$ cat config.mk
export PLATFORM = sky130hd
export DESIGN_NAME = zbdc_blend
export DESIGN_NICKNAME = d
export VERILOG_FILES = /design/src/hw/rtl/zbdc_pkg.sv /design/src/hw/rtl/zbdc_blend.sv
export SDC_FILE = /design/constraint.sdc
export NUM_CORES = 1
export LEC_CHECK = 0
export BUFFER_PORTS_ARGS = -buffer_cell sky130_fd_sc_hd__buf_2
export CORE_MARGIN = 2
export CORE_UTILIZATION = 60
export DETAILED_ROUTE_END_ITERATION = 7
export PLACE_DENSITY = 0.9
export SYNTH_ARGS = -nofsm -noshare
export SYNTH_HDL_FRONTEND = slang
export SYNTH_SLANG_ARGS = --single-unit
$ cat constraint.sdc
create_clock -name vclk -period 12.2
set_input_delay 1.22 -clock vclk [all_inputs]
set_output_delay 1.22 -clock vclk [all_outputs]
set_load 0.05 [all_outputs]
$ cat src/hw/rtl/zbdc_pkg.sv
// Shared types and constants for the z-buffer depth compositing block.
// No dependencies; every other file of the block imports this package.
package zbdc_pkg;

    localparam int IDX_W      = 16;
    localparam int IN_DEPTH_W = 24;
    localparam int CH_W       = 8;
    localparam int CH_NUM     = 4;
    localparam int COLOR_W    = CH_W * CH_NUM;

    // Channel placement inside a color store entry
    localparam int CH_RED   = 0;
    localparam int CH_GREEN = 1;
    localparam int CH_BLUE  = 2;
    localparam int CH_ALPHA = 3;

    localparam logic [CH_W-1:0] CH_MAX     = 8'hFF;
    localparam logic [CH_W-1:0] ROUND_BIAS = 8'h7F;

    typedef struct packed {
        logic [IDX_W-1:0]      pixel_index;
        logic                  first_layer;
        logic [IN_DEPTH_W-1:0] depth;
        logic [CH_W-1:0]       red;
        logic [CH_W-1:0]       green;
        logic [CH_W-1:0]       blue;
        logic [CH_W-1:0]       alpha;
    } t_pix;

endpackage

$ cat src/hw/rtl/zbdc_blend.sv
// One channel of the alpha blend: (stored*(255-a) + incoming*a + 127) / 255.
// Division by 255 uses the add-and-shift identity, exact below 65536. Depends on zbdc_pkg.
module zbdc_blend (
    input  logic [zbdc_pkg::CH_W-1:0] i_stored,
    input  logic [zbdc_pkg::CH_W-1:0] i_incoming,
    input  logic [zbdc_pkg::CH_W-1:0] i_alpha,
    output logic [zbdc_pkg::CH_W-1:0] o_value
);
    import zbdc_pkg::*;

    localparam int PROD_W = 2 * CH_W;
    localparam int SUM_W  = PROD_W + 1;

    logic [PROD_W-1:0] keep_part;
    logic [PROD_W-1:0] take_part;
    logic [SUM_W-1:0]  sum;
    logic [SUM_W-1:0]  adj;

    assign keep_part = PROD_W'(i_stored) * PROD_W'(CH_MAX - i_alpha);
    assign take_part = PROD_W'(i_incoming) * PROD_W'(i_alpha);
    assign sum       = SUM_W'(keep_part) + SUM_W'(take_part) + SUM_W'(ROUND_BIAS);
    assign adj       = sum + SUM_W'(sum >> CH_W) + SUM_W'(1);
    assign o_value   = CH_W'(adj >> CH_W);

endmodule

==> results of run 1 <==
==> cells by family after synthesis <==
| kind of cell | after synthesis |
|---|---|
| xor gates and xnor gates | 32 |
| adders and majority gates | 182 |
| and+or+nand+nor | 195 |
| AOI/OAI and AO/OA | 74 |
| muxes | 2 |
| buffers and inverters | 168 |
==> tightest hold or removal path: stages <==
cell	delay [ps]
buf_2	170
mux2i_1	170
nor2_1	110
o211ai_1	120
nand3_1	100
nand2_1	70
a41oi_1	210
xnor2_1	80
buf_2	200
==> metrics by stage <==
step | worst slack [ps] | hold slack [ps] | instances | util
2_1_floorplan | 845 | 3340 | 653 | -
3_3_place_gp | 814 | 3640 | 784 | 0.636
3_5_place_dp | 493 | 3640 | 784 | 0.636
4_1_cts | 485 | 3650 | 784 | 0.636
5_1_grt | 91.7 | 3790 | 784 | 0.637
6_report | 604 | 3680 | 784 | 0.637
==> synthesized netlist by cell type (5+ instances only) <==
cell type and n:
inv_1 156, o21ai_0 6, ha_1 90, nor2b_1 46
a21o_1 7, fa_1 92, nand2b_1 28, nand2_1 56
nand3_1 5, a31oi_1 5, xor2_1 6, nor2_1 16
clkbuf_1 8, and2_1 27, xnor2_1 26, a21oi_1 18
==> cell type report <==
class | count | share of cell area
Multi-Input combinational cell | 485 | 0.847
Inverter | 156 | 0.101
Timing Repair Buffer | 32 | 0.0277
Tap cell | 111 | 0.0241
==> worst min-delay path by stage <==
stage                 endpoint          start  cells past startpoint  slack, ps
global placement    o_value[0]  i_incoming[0]                      9       3640
detailed placement  o_value[0]  i_incoming[0]                      9       3640
global route        o_value[0]    i_stored[0]                      9       3790
floorplan           o_value[0]    i_stored[0]                      7       3340
CTS                 o_value[0]  i_incoming[0]                      9       3650
finish              o_value[0]  i_incoming[0]                      9       3680
==> per-layer routing <==
metal	vias up	wire (µm)	GRT usage	part of all wire
li1	2087	-	-	-
met1	2193	4620	0.317	0.40
met2	131	6080	0.433	0.53
met3	27	507	0.00696	0.044
met4	0	259	0.0548	0.023
met5	-	0	0	0
==> run_results.csv, run 1 <==
group,metric,value,unit
placed_design,hpwl,9810,µm
global_route,grt_start_max_net_pins,18,
synthesis,synth_top_area_share,0.333,
worst_setup_path,critical_path_buf_inv_count,6,
synthesis,syn_area_per_cell,8.46,µm²
sta,final_hold_viol_count,0,
worst_setup_path,cp_slowest_cell,"fa_1",
synthesis,yosys.area_share.simple,0.189,
floorplanning,die_area,9990,µm²
status,status,"finished, final reports clean",
run,max_cap_viol_count,0,
drt,drcViolationCount,0,
final_layout,final_cell_mix,"inv_1 (156), fa_1 (92), ha_1 (90)",
worst_setup_path,cp.required,10980,ps
synthesis,synthAdderAreaFrac,0.537,
drt,drtIter0Drc,213,
worst_setup_path,crit_end,"o_value[7]",
synthesis,ys_types,56,
floorplanning,chipHeight,99.9,µm
clocking,postCtsSetupRepairBufs,0,
global_route,grt_pass1_vias,4533,
floorplanning,initial_core_util,0.609,
worst_setup_path,path_max_fanout,17,
floorplanning,core,9060,µm²
drt,drtAntennaViolNets,0,
worst_setup_path,cpMostUsedCell,"fa_1",
final_layout,fill_cells,699,
floorplanning,rows,35,
final_layout,areaGrowthSynthToFinish,4.51,%
drt,wl_per_cell,14.6,µm
final_layout,final_layout_size_suffix_gt1_frac,0.0639,
placed_design,port_buffers,32,
floorplanning,dieWidth,99.9,µm
global_route,grt_usage,0.238,
sta,rsz0062_at_grt,"no",
final_layout,final_area,5770,µm²
global_route,antenna_found_initial,0,
final_layout,nets,881,
synthesis,yosys-top-cells-area,"fa_1 (33%), ha_1 (20%), inv_1 (11%)",
synthesis,synth_top_family_by_area,"adder cells",
sta,setup_viol,0,
clocking,cts_resized,0,
final_layout,seqCellArea,0,µm²
global_route,grt_pass1_wl,19900,µm
synthesis,syn-num-nets,859,
final_layout,clock_buffer_count,0,
worst_setup_path,worstSetupStartpointType,"primary input",
worst_setup_path,cpPeakStageDelay,550,ps
worst_setup_path,crit_family,"adder cells",
sta,maxSlewViolCount,0,
placed_design,gp_congestion,0.875,
synthesis,synth.area.mux_share,0.00385,
worst_setup_path,end_kind,"output pin",
final_layout,seq_cells,0,
sta,fin_crit,11600,ps
floorplanning,io_pins,32,
synthesis,synth_largest_area_cell,"fa_1",
synthesis,synth-seq-area-share,0,
sta,tightest_slew,571,ps
global_route,grt-ovfl-total,0,
placed_design,place_area,5770,µm²
synthesis,yosysWarningCount,0,
clocking,ctsHoldBuffers,0,
drt,viasPerCell,5.66,
worst_setup_path,path_class,"primary input to output pin",
drt,vias,4438,
final_layout,layout_commonest_cell,"inv_1",
drt,firstDrtPassIters,5,
worst_hold_path,min_path_type,"primary input to output pin",
sta,post-route-period-util,0.951,
sta,slew-limit-headroom,0.617,
drt,wl,11500,µm
synthesis,synth_xor_area_frac,0.0507,
worst_setup_path,cp-startpoint,"i_alpha[0]",
worst_setup_path,crit_cells,33,
sta,fin_setup_tns,0,ps
synthesis,syn-cell-area,5520,µm²
synthesis,synth_compound_area_frac,0.103,
final_layout,diodes,0,
sta,max_freq,0.0862,GHz
final_layout,multi_input_area,4890,µm²
synthesis,syn-instance-count,653,
worst_setup_path,critPathArrivalTime,10380,ps
Power of run 1 is not shown: default switching activity piles up to over one toggle a cycle in this logic, so the estimate is an artifact.
==> inputs of run 2 (changes only) <==
Settings changed: ABC_AREA set to 1.
==> run_results.csv, run 2 <==
group,metric,value,unit
status,status,"finished, final reports clean",
worst_hold_path,min_to,"o_value[1]",
placed_design,hpwl,10300,µm
sta,post-route-period-util,0.897,
placed_design,gp_congestion,0.970,
clocking,ctsHoldBuffers,0,
worst_hold_path,worstHoldStart,"i_incoming[0]",
worst_setup_path,crit_family,"adder cells",
drt,drtIter0Drc,336,
synthesis,synth_top_area_share,0.319,
drt,viasPerCell,5.20,
drt,firstDrtPassIters,5,
sta,max_freq,0.0914,GHz
worst_setup_path,critPathArrivalTime,9720,ps
final_layout,nets,1030,
global_route,grt_usage,0.253,
floorplanning,io_pins,32,
floorplanning,initial_core_util,0.621,
sta,tightest_slew,509,ps
final_layout,layout_commonest_cell,"inv_1",
drt,wl_per_cell,12.3,µm
clocking,cts_resized,0,
sta,fin_setup_tns,0,ps
synthesis,syn-cell-area,5770,µm²
final_layout,final_cell_mix,"inv_1 (235), nand2_1 (174), fa_1 (92)",
final_layout,seq_cells,0,
floorplanning,core,9280,µm²
worst_setup_path,path_class,"primary input to output pin",
worst_hold_path,hold_depth,10,
run,max_cap_viol_count,0,
final_layout,fill_cells,839,
final_layout,areaGrowthSynthToFinish,4.19,%
placed_design,port_buffers,32,
worst_setup_path,path_max_fanout,13,
worst_setup_path,cpMostUsedCell,"inv_1",
clocking,postCtsSetupRepairBufs,0,
synthesis,synthTopCellsByCount,"inv_1 (235), nand2_1 (174), fa_1 (92)",
drt,wl,11700,µm
worst_setup_path,critical_path_buf_inv_count,10,
sta,setup_viol,0,
drt,vias,4945,
final_layout,seqCellArea,0,µm²
worst_setup_path,cpPeakStageDelay,530,ps
global_route,grt_start_max_net_pins,17,
synthesis,synth_largest_area_cell,"fa_1",
synthesis,synth_most_common_cell,"inv_1",
final_layout,clock_buffer_count,0,
synthesis,syn-instance-count,808,
sta,slew-limit-headroom,0.659,
worst_setup_path,cp_slowest_cell,"fa_1",
synthesis,syn_area_per_cell,7.14,µm²
worst_setup_path,cp.required,10980,ps
synthesis,yosysWarningCount,0,
final_layout,diodes,0,
worst_setup_path,end_kind,"output pin",
drt,drcViolationCount,0,
global_route,grt_pass1_wl,21400,µm
worst_hold_path,min_path_type,"primary input to output pin",
sta,maxSlewViolCount,0,
floorplanning,chipHeight,102,µm
synthesis,ys_types,36,
final_layout,final_layout_size_suffix_gt1_frac,0.0852,
sta,fin_crit,10940,ps
global_route,antenna_found_initial,0,
floorplanning,rows,35,
global_route,grt_pass1_vias,4997,
synthesis,syn-num-nets,1014,
sta,final_hold_viol_count,0,
floorplanning,dieWidth,102,µm
global_route,grt-ovfl-total,0,
drt,drtAntennaViolNets,0,
sta,rsz0062_at_grt,"no",
worst_setup_path,worstSetupStartpointType,"primary input",
floorplanning,die_area,10400,µm²
synthesis,synth-seq-area-share,0,
synthesis,yosys-top-cells-area,"fa_1 (32%), ha_1 (20%), inv_1 (15%)",
-- run 2: cell types whose count changed in the layout (fill, tap and decap cells not counted), moves of 7 or more --
cell,change
nand3_1,+21
nand2_2,+17
and2_1,-25
inv_1,+79
xor2_1,+8
nor2b_1,-46
nand2_1,+118
a21oi_1,+7
xnor2_1,-17
nor2_1,+39
nand2b_1,-28
-- run 2: how the worst max path moves through the flow --
stage                from         end  slack [ps]  depth (start not counted)
3_3_place_gp   i_alpha[0]  o_value[6]        1510                         39
4_1_cts        i_alpha[0]  o_value[6]        1320                         39
6_report       i_alpha[0]  o_value[6]        1260                         39
2_1_floorplan  i_alpha[3]  o_value[1]        1610                         36
5_1_grt        i_alpha[0]  o_value[7]         660                         41
3_5_place_dp   i_alpha[0]  o_value[6]        1330                         39
-- run 2: metrics by stage --
stage               hold slack [ps]  cell area, µm²  setup WS [ps]  std cells   util
detailed placement             3670            6010           1330        951  0.647
finish                         3660            6010           1260        951  0.647
floorplan                      3210            5770           1610        808      -
global placement               3640            6010           1510        951  0.647
global route                   3760            6010            656        951  0.647
CTS                            3680            6010           1320        951  0.647
-- run 2: tightest hold or removal path: stages --
cell and delay, ps:
buf_2 150, nand2_1 110, o21ai_0 130, nand3_1 150, nand3_1 80, nand2_1 160
o211ai_2 100, nand2_2 80, xor2_1 60, buf_2 200
-- run 2: cells by family (layout without fill, tap and decap cells) --
kind of cell	after synthesis	count (layout)	synth area share
simple gates	302	302	0.230
fa+ha+maj	182	182	0.515
xor+xnor	24	24	0.0397
buf+inv	255	269	0.168
compound gates	45	45	0.0471
-- run 2: cell type report --
cell class / instances / area, µm² / share of cell area
repair buffers: 32 / 160 / 0.0267
multi-input cells: 553 / 4800 / 0.798
well taps: 129 / 161 / 0.0269
inverters: 237 / 890 / 0.148
-- run 2: routing by layer --
layer  vias to the layer above  share of wire  track usage
li1                       2408              -            -
met1                      2327           0.43        0.356
met5                         -              0            0
met4                         0          0.013       0.0308
met3                        18          0.073       0.0116
met2                       192           0.48        0.447
Power of run 2 is left out for the same reason.
==> inputs of run 3 (changes only) <==
Settings changed: CAP_MARGIN set to 10, CORE_UTILIZATION 60 to 30, PLACE_DENSITY 0.9 to 0.56.
==> run_results.csv, run 3 (synthesis results as in run 2) <==
group,metric,value,unit
floorplanning,chipHeight,143,µm
global_route,grt_use_met2,0.254,
sta,post-route-period-util,0.896,
worst_setup_path,cp_slowest_cell,"fa_1",
worst_setup_path,critPathArrivalTime,9720,ps
final_layout,nets,1030,
placed_design,pre_cts_slack,1290,ps
floorplanning,core,18800,µm²
global_route,grt_pass1_vias,4923,
final_layout,layout_commonest_cell,"inv_1",
worst_setup_path,cp.required,10980,ps
worst_setup_path,end_kind,"output pin",
worst_setup_path,cpMostUsedCell,"inv_1",
final_layout,final_area,6140,µm²
global_route,gr-usage-met1,0.183,
final_layout,seqCellArea,0,µm²
global_route,grt.busiest_layer,"met2",
sta,fin_crit,10940,ps
clocking,cts_resized,0,
final_layout,diodes,0,
floorplanning,initial_core_util,0.307,
clocking,ctsHoldBuffers,0,
placed_design,place_area,6140,µm²
sta,fin_setup_tns,0,ps
worst_setup_path,path_max_fanout,11,
final_layout,layoutNonFillerInstCount,1056,
drt,drcViolationCount,0,
global_route,grt_usage,0.135,
global_route,antenna_found_initial,0,
sta,maxSlewViolCount,0,
status,status,"finished, final reports clean",
sta,setup_viol,0,
final_layout,clock_buffer_count,0,
floorplanning,die_area,20300,µm²
clocking,postCtsSetupRepairBufs,0,
global_route,grt.met3_usage,0.00168,
drt,drtIter0Drc,163,
worst_hold_path,min_path_type,"primary input to output pin",
floorplanning,io_pins,32,
placed_design,place_inst,1056,
floorplanning,dieWidth,143,µm
floorplanning,rows,50,
sta,final_hold_viol_count,0,
sta,rsz0062_at_grt,"no",
worst_setup_path,cpPeakStageDelay,490,ps
sta,fin_ws,1260,ps
final_layout,areaGrowthSynthToFinish,6.47,%
global_route,grt-ovfl-total,0,
placed_design,port_buffers,32,
final_layout,seq_cells,0,
drt,drtAntennaViolNets,0,
sta,tightest_slew,484,ps
global_route,grt_pass1_wl,22700,µm
placed_design,hpwl,11200,µm
final_layout,final_layout_size_suffix_gt1_frac,0.0852,
placed_design,gp_congestion,0.895,
sta,max_freq,0.0914,GHz
drt,viasPerCell,4.46,
drt,vias,4711,
run,max_cap_viol_count,0,
global_route,grt_start_max_net_pins,17,
drt,wl,12700,µm
drt,firstDrtPassIters,4,
final_layout,final_cell_mix,"inv_1 (235), nand2_1 (174), fa_1 (92)",
worst_setup_path,worstSetupStartpointType,"primary input",
sta,slew-limit-headroom,0.676,
drt,wl_per_cell,12.1,µm
worst_setup_path,path_class,"primary input to output pin",
## run 3: worst paths after layout
kind / from / end / slack (ps) / cells after the start
setup / recovery: i_alpha[2] / o_value[1] / 1260 / 39
hold / removal: i_incoming[0] / o_value[0] / 3650 / 11
## run 3: routing by layer
| metal | vias to the layer above | share of wire | routed length [µm] |
|---|---|---|---|
| met3 | 8 | 0.023 | 296 |
| met2 | 75 | 0.48 | 6130 |
| met1 | 2230 | 0.49 | 6260 |
| met5 | - | 0 | 0 |
| met4 | 0 | 0.0037 | 47 |
| li1 | 2398 | - | - |
## run 3: cell type report
| class | instances | area (µm²) |
|---|---|---|
| inverter | 237 | 890 |
| tap | 234 | 293 |
| fill | 2079 | 12600 |
| timing repair buffer | 32 | 160 |
| multi-input combinational | 553 | 4800 |
## run 3: metrics by stage
| step | utilization | hold slack, ps |
|---|---|---|
| after floorplan | - | 3210 |
| after global placement | 0.327 | 3650 |
| after detailed placement | 0.327 | 3650 |
| after CTS | 0.327 | 3650 |
| after global routing | 0.327 | 3760 |
| final | 0.327 | 3650 |
## run 3: worst max-delay path, delay by kind of cell
family / cells / cell delay (ps)
AOI/OAI and AO/OA: 7 / 1220
adders and majority gates: 12 / 4950
and+or+nand+nor: 6 / 650
xor gates and xnor gates: 3 / 510
buffers and inverters: 11 / 1140
Power of run 3 is left out for the same reason.
