`src/hw/rtl/zbdc_pkg.sv`:
```
// Shared types and constants for the z-buffer depth compositing block.
// No dependencies; every other file of the block imports this package.
package zbdc_pkg;

    localparam int IDX_W      = 16;
    localparam int IN_DEPTH_W = 24;
    localparam int CH_W       = 8;
    localparam int CH_NUM     = 4;
    localparam int COLOR_W    = CH_W * CH_NUM;

    // Channel placement inside a color store entry
    localparam int CH_RED   = 0;
    localparam int CH_GREEN = 1;
    localparam int CH_BLUE  = 2;
    localparam int CH_ALPHA = 3;

    localparam logic [CH_W-1:0] CH_MAX     = 8'hFF;
    localparam logic [CH_W-1:0] ROUND_BIAS = 8'h7F;

    typedef struct packed {
        logic [IDX_W-1:0]      pixel_index;
        logic                  first_layer;
        logic [IN_DEPTH_W-1:0] depth;
        logic [CH_W-1:0]       red;
        logic [CH_W-1:0]       green;
        logic [CH_W-1:0]       blue;
        logic [CH_W-1:0]       alpha;
    } t_pix;

endpackage

```
`src/hw/rtl/zbdc_addr.sv`:
```
// Two-stage front end: maps the pixel index to a store position (index modulo PIXELS).
// Depends on zbdc_pkg.
module zbdc_addr #(
    parameter int PIXELS = 65536,
    parameter int ADDR_W = 16
) (
    input  logic               i_clk,
    input  logic               i_rst_n,
    input  logic               i_valid,
    output logic               o_ready,
    input  zbdc_pkg::t_pix     i_pix,
    output logic               o_valid,
    input  logic               i_ready,
    output zbdc_pkg::t_pix     o_pix,
    output logic [ADDR_W-1:0]  o_pos
);
    import zbdc_pkg::*;

    localparam bit WRAP = PIXELS < (1 << IDX_W);
    localparam bit POW2 = (PIXELS & (PIXELS - 1)) == 0;

    logic              r_a_valid;
    t_pix              r_a_pix;
    logic              r_b_valid;
    t_pix              r_b_pix;
    logic [ADDR_W-1:0] r_b_pos;
    logic [ADDR_W-1:0] n_b_pos;
    logic              a_free;
    logic              b_free;

    assign b_free  = !r_b_valid || i_ready;
    assign a_free  = !r_a_valid || b_free;
    assign o_ready = a_free;
    assign o_valid = r_b_valid;
    assign o_pix   = r_b_pix;
    assign o_pos   = r_b_pos;

    generate
        if (!WRAP) begin : g_full
            assign n_b_pos = ADDR_W'(r_a_pix.pixel_index);
        end else if (POW2) begin : g_mask
            assign n_b_pos = ADDR_W'(r_a_pix.pixel_index & IDX_W'(PIXELS - 1));
        end else begin : g_recip
            // q = (idx * M) >> (IDX_W + L) is exact for every 16-bit index
            localparam int SHIFT_L = $clog2(PIXELS);
            localparam int RSHIFT  = IDX_W + SHIFT_L;
            localparam longint unsigned RECIP =
                ((64'd1 << RSHIFT) + 64'(PIXELS) - 64'd1) / 64'(PIXELS);
            localparam int PROD_W = 2 * IDX_W + 1;

            logic [PROD_W-1:0] r_a_prod;
            logic [IDX_W-1:0]  quot;

            always_ff @(posedge i_clk) begin
                if (a_free && i_valid) begin
                    r_a_prod <= PROD_W'(i_pix.pixel_index) * PROD_W'(RECIP);
                end
            end

            assign quot    = IDX_W'(r_a_prod >> RSHIFT);
            assign n_b_pos = ADDR_W'(r_a_pix.pixel_index - IDX_W'(quot * IDX_W'(PIXELS)));
        end
    endgenerate

    always_ff @(posedge i_clk) begin
        if (!i_rst_n) begin
            r_a_valid <= 1'b0;
            r_b_valid <= 1'b0;
        end else begin
            if (a_free) begin
                r_a_valid <= i_valid;
            end
            if (b_free) begin
                r_b_valid <= r_a_valid;
            end
        end
    end

    always_ff @(posedge i_clk) begin
        if (a_free && i_valid) begin
            r_a_pix <= i_pix;
        end
        if (b_free && r_a_valid) begin
            r_b_pix <= r_a_pix;
            r_b_pos <= n_b_pos;
        end
    end

endmodule

```
`config.mk`:
```
export PLATFORM = sky130hd
export DESIGN_NAME = zbdc_addr
export DESIGN_NICKNAME = d
export VERILOG_FILES = /design/src/hw/rtl/zbdc_pkg.sv /design/src/hw/rtl/zbdc_addr.sv
export SDC_FILE = /design/constraint.sdc
export NUM_CORES = 1
export LEC_CHECK = 0
export BUFFER_PORTS_ARGS = -buffer_cell sky130_fd_sc_hd__buf_2
export CORE_MARGIN = 1.5
export CORE_UTILIZATION = 52
export DETAILED_ROUTE_END_ITERATION = 8
export HOLD_SLACK_MARGIN = 0.08
export PLACE_DENSITY = 0.83
export SLEW_MARGIN = 10
export SYNTH_ARGS = -nofsm -noshare
export SYNTH_HDL_FRONTEND = slang
export SYNTH_SLANG_ARGS = --single-unit
```
`constraint.sdc`:
```
create_clock -name i_clk -period 8.65 [get_ports i_clk]
set_clock_uncertainty 0.15 [all_clocks]
set_input_delay 1.2975 -clock i_clk [delete_from_list [all_inputs] [get_ports i_clk]]
set_output_delay 1.2975 -clock i_clk [all_outputs]
set_load 0.02 [all_outputs]
```
==> metrics.txt, run 1 <==
final core utilization=0.703; transition time at the pin with the least slew margin=approximately 910 ps; Worst Setup SP=i_ready; CP max-delay cell=buf_2; number of enable flip-flop cells after synthesis=approximately 150; number of distinct library cells after synthesis=10; Die Width=roughly 97 um; cell taking the most area after synthesis=edfxtp_1; fraction of final layout cells with drive strength greater than 1=0.566; number of fill cells in the layout=between 500 and 600; cts bufs inserted=17; critical path endpoint=o_ready; effective utilization at floorplan=0.534; Crit path max-delay family=buffers and inverters; global-route congestion overflow total=0; number of endpoints with negative hold slack in the final report=0; peak fanout along the critical path=2; Max transition margin=0.392; area growth from synthesis to layout=31.7%; CP dominant cell by count=buf_2; R2R cell count=3; total number of vias=around 2100; worst setup path class=primary input to primary output; Worst Hold Class=flip-flop to flip-flop; mean area per synthesized cell=approximately 27 sq um; post-synthesis register bit count=~150; number of antenna violations at the first check in global routing=0; H-tree levels=4; Yosys warning count=0; nature of the critical path startpoint=primary input; combined buffer and inverter count along the critical path=2; VDD IR-drop max=between 0.00015 and 0.0002 V; number of clock sinks seen by CTS=approximately 150; Cell Rows=34; Clock Tree Root=clkbuf_8; overall die height=a little under 100 um; final antenna diode count=0; number of DRC markers after the initial detailed-route iteration=around 140; CP Depth=3; routability cong.=approximately 0.65; final setup violation count=0; average detailed-routed wire length per instance=15.3 um; power density over cell area=267 nW/um^2; top-level I/O count=approximately 170; global-route wire length before repair=10600 um; number of cells produced by synthesis=171; timing-limited maximum frequency=between 300 and 400 MHz; CTS hold repair buffers=0; Total Die Area=9440 sq um; setup bufs post-CTS=0; average vias per placed instance=approximately 4.6; Antenna Nets Post-Route=0; Layout Nets=420; setup repair after global routing missed its margin=false; count of input and output buffers=roughly 170; wire length after detailed routing=7080 um; type of destination of the critical path=primary output; largest buffer count on any clock path=2; final sum of negative setup slack=0 ps; cells along the critical path=buf_2 > nand3b_4 > buf_2; CTS clock-pin slew for the worst setup and hold paths=around 60 ps; count of max-cap constraint violations=0; total count of max-transition violations in the final report=0; capturing point of the worst reg2reg path=r_a_pix[45]$_DFFE_PP_; commonest register cell after synthesis=edfxtp_1; Pleak=0.00240 uW; status=completed; summed instance area of the synthesized netlist=roughly 4600 sq um; critical path's largest stage delay=~170 ps; clock insertion delay at the later pin of the skew report=roughly 500 ps; synthesized net count=between 200 and 250; area share of the leading cell type in the synthesized netlist=0.951; Overall Global Routing Usage=0.157; part of the cycle the worst path needs=0.368; leading cell types by count after synthesis=edfxtp_1 (146), buf_4 (16), dfxtp_1 (2); post-CTS sizing=0; required time of the critical path=between 7000 and 8000 ps; pin count of the biggest net entering global routing=74; flop2flop setup slack=between 6000 and 7000 ps; TritonRoute pass-1 iters=4; ranking of synthesized cells by area=edfxtp_1 (95%), buf_4 (2.6%), dfxtp_1 (0.87%), nand3b_4 (0.43%), nor2b_4 (0.30%); post-layout minimum cycle time=3180 ps; Async SR Flop Fraction=0; most common cell in the netlist=edfxtp_1; DRC Markers=0; placeable core area=about 8600 sq um; CTS tree=built; share of synthesized area occupied by flip-flops and latches=0.960; vias in the first global route=between 2000 and 2500; endpoint arrival time on the critical path=1730 ps; launch instance of the worst register-to-register path=o_valid$_SDFFE_PN0P_
-- registers in the layout, indices dropped and copies added, names as in the netlist --
register,flops
n_b_pos,16
r_a_valid,1
o_valid,1
o_pix,73
r_a_pix,57
-- how the worst min path moves through the flow --
stage / cells after the start / to / slack, ps / startpoint
detailed placement: 0 / o_pix[15]$_DFFE_PP_ / 250 / r_a_pix[15]$_DFFE_PP_
floorplan: 0 / o_pix[0]$_DFFE_PP_ / 250 / r_a_pix[0]$_DFFE_PP_
CTS: 0 / o_pix[43]$_DFFE_PP_ / 260 / r_a_pix[43]$_DFFE_PP_
global route: 0 / o_pix[43]$_DFFE_PP_ / 270 / r_a_pix[43]$_DFFE_PP_
global placement: 0 / o_pix[49]$_DFFE_PP_ / 250 / r_a_pix[49]$_DFFE_PP_
finish: 0 / o_pix[60]$_DFFE_PP_ / 260 / n_b_pos[3]$_DFFE_PP_
-- per-layer routing --
metal | track usage | vias to the layer above | part of all wire
met4 | 0.0725 | 0 | 0.016
met2 | 0.244 | 125 | 0.51
met3 | 0.0741 | 10 | 0.097
met5 | 0 | - | 0
met1 | 0.186 | 993 | 0.38
li1 | - | 1004 | -
-- worst register-to-register path: stages, from the launching register on --
cell	delay, ps
dfxtp_1	340
nor2b_4	160
a21oi_4	130
buf_4	700
-- placed cells by master, fill, tap and decap left out, drive strengths merged, types with 2 or more instances in the layout --
master    Yosys  routed
buf          16     169
edfxtp      146     146
clkbuf        0      19
clkinvlp      0       4
bufinv        0       3
inv           1       3
clkinv        0       3
nor2b         2       2
dfxtp         2       2
-- report_power, final --
part / leakage [uW] / internal [uW] / switching, uW
clock: 0.000268 / 438 / 262
sequential: 0.00141 / 832 / 9.77
combinational: 0.000715 / 25.9 / 50.3
-- through the flow --
| stage | hold WS (ps) | cell area (sq um) | total power, uW | setup slack (ps) | cells |
|---|---|---|---|---|---|
| 6_report | 262 | 6070 | 1620 | 5470 | 463 |
| 5_1_grt | 265 | 6070 | 1670 | 5450 | 463 |
| 4_1_cts | 264 | 6070 | 1630 | 5470 | 463 |
| 3_5_place_dp | 255 | 5490 | 935 | 5470 | 432 |
| 3_3_place_gp | 250 | 5490 | 930 | 5470 | 432 |
| 2_1_floorplan | 250 | 4610 | 899 | 3080 | 171 |
-- cells by family (layout without fill, tap and decap cells) --
| logic type | after synthesis | after routing | synth area share |
|---|---|---|---|
| AO/OA/AOI/OAI | 3 | 3 | 0.00434 |
| flip-flops | 148 | 148 | 0.960 |
| AND/OR/NAND/NOR | 3 | 3 | 0.00869 |
| buffers and inverters | 17 | 201 | 0.0269 |
-- cell type report --
type	count	area (sq um)	area share
sequential	148	4420	0.729
clock buffer	19	422	0.0695
timing repair buffer	169	851	0.140
inverter	1	3.75	0.000618
tap	108	135	0.0223
multi-input combinational	6	78.8	0.0130
clock inverter	12	155	0.0256
Note: power is estimated with default switching activity, not from simulation.
==> inputs of run 2 (changes only) <==
Settings changed: CORE_UTILIZATION 52 to 48, PLACE_DENSITY 0.83 to 0.78.
Clock period 8.65 ns to 3.3 ns, I/O delays scaled along.
==> metrics.txt, run 2 (synthesis gave the netlist of run 1 again) <==
worst setup path class=flip-flop to flip-flop; routability cong.=roughly 0.66; number of endpoints with negative hold slack in the final report=0; endpoint arrival time on the critical path=around 1900 ps; GR Layer Usage met2=0.300; overall die height=101 um; effective utilization at floorplan=0.496; final antenna diode count=0; count of max-cap constraint violations=0; Die Width=101 um; clock insertion delay at the later pin of the skew report=approximately 500 ps; global-route wire length before repair=between 10000 and 15000 um; post-layout minimum cycle time=between 1500 and 2000 ps; Crit path max-delay family=buffers and inverters; total count of max-transition violations in the final report=0; leading cell type in the layout, fill and taps excluded=buf_2; area growth from synthesis to layout=49.5%; Cell Rows=35; status=completed; Worst Hold Class=primary input to flip-flop; vias in the first global route=2555; number of clock sinks seen by CTS=between 100 and 150; average detailed-routed wire length per instance=approximately 15 um; combined buffer and inverter count along the critical path=1; total non-filler cell area in the finished layout=6890 sq um; number of antenna violations at the first check in global routing=0; CP Depth=3; final sum of negative setup slack=0 ps; nature of the critical path startpoint=flip-flop; Total Die Area=~10000 sq um; critical path's largest stage delay=about 460 ps; setup repair after global routing missed its margin=false; CTS clock-pin slew for the worst setup and hold paths=~60 ps; Overall Global Routing Usage=0.168; Max transition margin=0.409; placeable core area=between 9000 and 10000 sq um; Antenna Nets Post-Route=0; number of DRC markers after the initial detailed-route iteration=94; top-level I/O count=168; power density over cell area=between 600 and 700 nW/um^2; final HPWL from detailed placement=roughly 4600 um; flop2flop setup slack=roughly 1400 ps; Largest register FFs=73; peak fanout along the critical path=31; type of destination of the critical path=flip-flop; number of fill cells in the layout=555; global-route congestion overflow total=0; Pleak=0.00274 uW; CP max-delay cell=buf_4; transition time at the pin with the least slew margin=887 ps; routing usage on met1=0.182; post-CTS sizing=0; fraction of final layout cells with drive strength greater than 1=0.470; CTS tree=built; wire length after detailed routing=between 8000 and 9000 um; count of input and output buffers=167; average vias per placed instance=4.37; VDD IR-drop max=just over 0.0004 V; cts bufs inserted=17; pin count of the biggest net entering global routing=74; most congested layer reported by global routing=met2; timing-limited maximum frequency=just over 500 MHz; hold depth=3; Placement Cell Area=5530 sq um; part of the cycle the worst path needs=0.586; DRC Markers=0; cells along the critical path=nor2b_4 > a21oi_4 > buf_4; TritonRoute pass-1 iters=4; Layout Nets=slightly below 500; final setup violation count=0; required time of the critical path=roughly 3300 ps; most frequent cells in the layout=buf_2 (167), edfxtp_1 (146), dlygate4sd3_1 (74); H-tree levels=4; setup bufs post-CTS=0; R2R cell count=3; largest buffer count on any clock path=2; Clock Tree Root=clkbuf_8; Global Route met3 Usage=0.0603; total number of vias=2442
==> run 2: what timing repair did <==
action                     CTS  global route
setup endpoints to repair    0             0
hold buffers                74             0
hold endpoints to repair    74             0
==> run 2: tightest hold or removal path, delay by kind of cell <==
| kind | cells | cell delay (ps) |
|---|---|---|
| AOI/OAI and AO/OA | 1 | 140 |
| buffers and inverters | 2 | 150 |
==> run 2: through the flow <==
stage | power (uW) | util | hold slack, ps | cells | setup WS (ps)
after floorplan | 2350 | - | 250 | 171 | 144
final | 4470 | 0.742 | 173 | 559 | 1370
after CTS | 4500 | 0.742 | 122 | 559 | 1360
after detailed placement | 2450 | 0.595 | 255 | 454 | 1190
after global routing | 4610 | 0.742 | 191 | 559 | 1250
after global placement | 2440 | 0.595 | 250 | 454 | 1250
==> run 2: report_power, final <==
group	total [uW]	switching (uW)	leakage, uW	internal [uW]
registers	2210	27.6	0.00141	2180
clock network	1990	690	0.000301	1300
logic	271	145	0.00103	126
total	4470	863	0.00274	3610
==> run 2: path summary, 6_finish.rpt <==
kind,startpoint,to
min,i_valid,r_a_valid$_SDFFE_PN0P_
min reg2reg,r_a_pix[39]$_DFFE_PP_,o_pix[39]$_DFFE_PP_
max reg2reg,o_valid$_SDFFE_PN0P_,r_a_pix[19]$_DFFE_PP_
max,o_valid$_SDFFE_PN0P_,r_a_pix[19]$_DFFE_PP_
==> run 2: metal layers <==
metal	wire length, um	vias up
li1	-	1157
met1	3140	1170
met2	4470	108
met3	443	7
met4	81	0
met5	0	-
==> run 2: final cells by class <==
class / count / area, sq um / share of cell area
Timing Repair Buffer: 244 / 1600 / 0.232
Multi-Input combinational cell: 6 / 78.8 / 0.0114
Tap cell: 129 / 161 / 0.0234
Clock buffer: 18 / 418 / 0.0607
Inverter: 1 / 3.75 / 0.000545
Sequential cell: 148 / 4420 / 0.642
Clock inverter: 13 / 205 / 0.0298
==> inputs of run 3 (changes only) <==
Clock period 3.3 ns to 1.9 ns, I/O delays scaled along.
==> metrics.txt, run 3 (synthesis gave the netlist of run 1 again) <==
timing-limited maximum frequency=between 600 and 700 MHz; top-level I/O count=approximately 170; routability cong.=~0.67; H-tree levels=4; Die Width=101 um; Total Die Area=10200 sq um; total count of max-transition violations in the final report=0; leading cell type in the layout, fill and taps excluded=buf_2; part of the cycle the worst path needs=0.835; fraction of final layout cells with drive strength greater than 1=0.472; R2R cell count=3; Worst Hold Class=flip-flop to flip-flop; peak fanout along the critical path=4; VDD IR-drop max=roughly 0.00062 V; number of endpoints with negative hold slack in the final report=0; overall power consumption=between 7000 and 8000 uW; average detailed-routed wire length per instance=between 10 and 15 um; largest buffer count on any clock path=2; number of fill cells in the layout=approximately 560; WL met2=4290 um; CTS hold repair buffers=77; Overall Global Routing Usage=0.163; global-route congestion overflow total=0; nature of the critical path startpoint=flip-flop; uppermost signal routing layer after detailed routing=met4; CTS clock-pin slew for the worst setup and hold paths=60 ps; required time of the critical path=1460 ps; total number of vias=2463; count of input and output buffers=roughly 170; pin count of the biggest net entering global routing=between 70 and 80; Layout Nets=approximately 500; count of max-cap constraint violations=0; vias in the first global route=around 2500; post-layout minimum cycle time=1590 ps; worst setup path class=flip-flop to primary output; placeable core area=9280 sq um; hold_sp=r_a_pix[51]$_DFFE_PP_; endpoint arrival time on the critical path=about 1200 ps; Pleak=between 0.002 and 0.003 uW; Cell Rows=35; average vias per placed instance=between 4 and 5; final core utilization=0.739; number of antenna violations at the first check in global routing=0; global-route wire length before repair=around 12000 um; Placement Cell Area=~5500 sq um; wire length after detailed routing=just over 8000 um; flop2flop setup slack=between 300 and 400 ps; Worst Hold Endpoint=o_pix[51]$_DFFE_PP_; Largest register FFs=73; effective utilization at floorplan=0.496; transition time at the pin with the least slew margin=about 380 ps; total non-filler cell area in the finished layout=6860 sq um; overall die height=101 um; hold depth=0; setup bufs post-CTS=0; final setup violation count=0; type of destination of the critical path=primary output; number of clock sinks seen by CTS=around 150; Antenna Nets Post-Route=0; capturing point of the worst reg2reg path=r_a_pix[35]$_DFFE_PP_; Clock Tree Root=clkbuf_8; power density over cell area=approximately 1100 nW/um^2; Detail Route met3 WL=about 560 um; Max transition margin=0.748; M1 WL=roughly 3000 um; final HPWL from detailed placement=roughly 4400 um; DRC Markers=0; post-CTS sizing=0; cts bufs inserted=17; most frequent cells in the layout=buf_2 (167), edfxtp_1 (146), dlygate4sd3_1 (77); TritonRoute pass-1 iters=4; area growth from synthesis to layout=48.9%; CTS tree=built; number of DRC markers after the initial detailed-route iteration=approximately 110; final antenna diode count=0; final sum of negative setup slack=0 ps; launch instance of the worst register-to-register path=o_valid$_SDFFE_PN0P_; clock insertion delay at the later pin of the skew report=about 500 ps; setup repair after global routing missed its margin=false; status=completed
run 3: changes by cell type in the layout (fill, tap and decap cells not counted):
| cell | previous run | this run |
|---|---|---|
| clkinvlp_4 | 1 | 4 |
| dfxtp_1 | 2 | 0 |
| buf_12 | 0 | 2 |
| clkinv_2 | 1 | 0 |
| dfxtp_4 | 0 | 1 |
| dfxtp_2 | 0 | 1 |
| bufinv_16 | 5 | 1 |
| inv_6 | 2 | 5 |
| buf_4 | 3 | 0 |
| clkbuf_1 | 1 | 0 |
| dlygate4sd3_1 | 74 | 77 |
run 3: through the flow:
| step | hold slack (ps) | worst slack [ps] | instances |
|---|---|---|---|
| floorplan | 234 | -432 | 171 |
| global placement | 250 | 425 | 453 |
| detailed placement | 255 | 389 | 453 |
| CTS | 267 | 296 | 561 |
| global route | 271 | 252 | 561 |
| finish | 268 | 314 | 561 |
run 3: cell type report:
cell class	count	area (sq um)	share of cell area
tap	129	161	0.0235
multi-input combinational	6	78.8	0.0115
timing repair buffer	246	1650	0.240
inverter	1	3.75	0.000547
clock inverter	14	129	0.0188
clock buffer	17	414	0.0603
sequential	148	4430	0.645
run 3: worst max-delay path by stage:
| stage | from | end | slack, ps | depth (start not counted) |
|---|---|---|---|---|
| after floorplan | o_valid$_SDFFE_PN0P_ | n_b_pos[0]$_DFFE_PP_ | -430 | 2 |
| after global placement | o_valid$_SDFFE_PN0P_ | r_a_pix[17]$_DFFE_PP_ | 430 | 3 |
| after detailed placement | o_valid$_SDFFE_PN0P_ | n_b_pos[12]$_DFFE_PP_ | 390 | 3 |
| after CTS | r_a_valid$_SDFFE_PN0P_ | o_ready | 300 | 2 |
| after global routing | r_a_valid$_SDFFE_PN0P_ | o_ready | 250 | 2 |
| final | r_a_valid$_SDFFE_PN0P_ | o_ready | 310 | 2 |
run 3: power by group:
| part | total, uW | internal [uW] | switching (uW) |
|---|---|---|---|
| combinational | 484 | 228 | 256 |
| sequential | 3830 | 3790 | 43.9 |
| clock | 3020 | 1740 | 1280 |
run 3: layer usage:
layer,vias to the layer above,global-route usage
met3,21,0.0624
met2,126,0.281
li1,1161,-
met5,-,0
met1,1155,0.174
met4,0,0.0823
run 3: critical path: stages (launching register included):
cell      delay (ps)
dfxtp_2          400
nand3b_4          80
buf_2            160
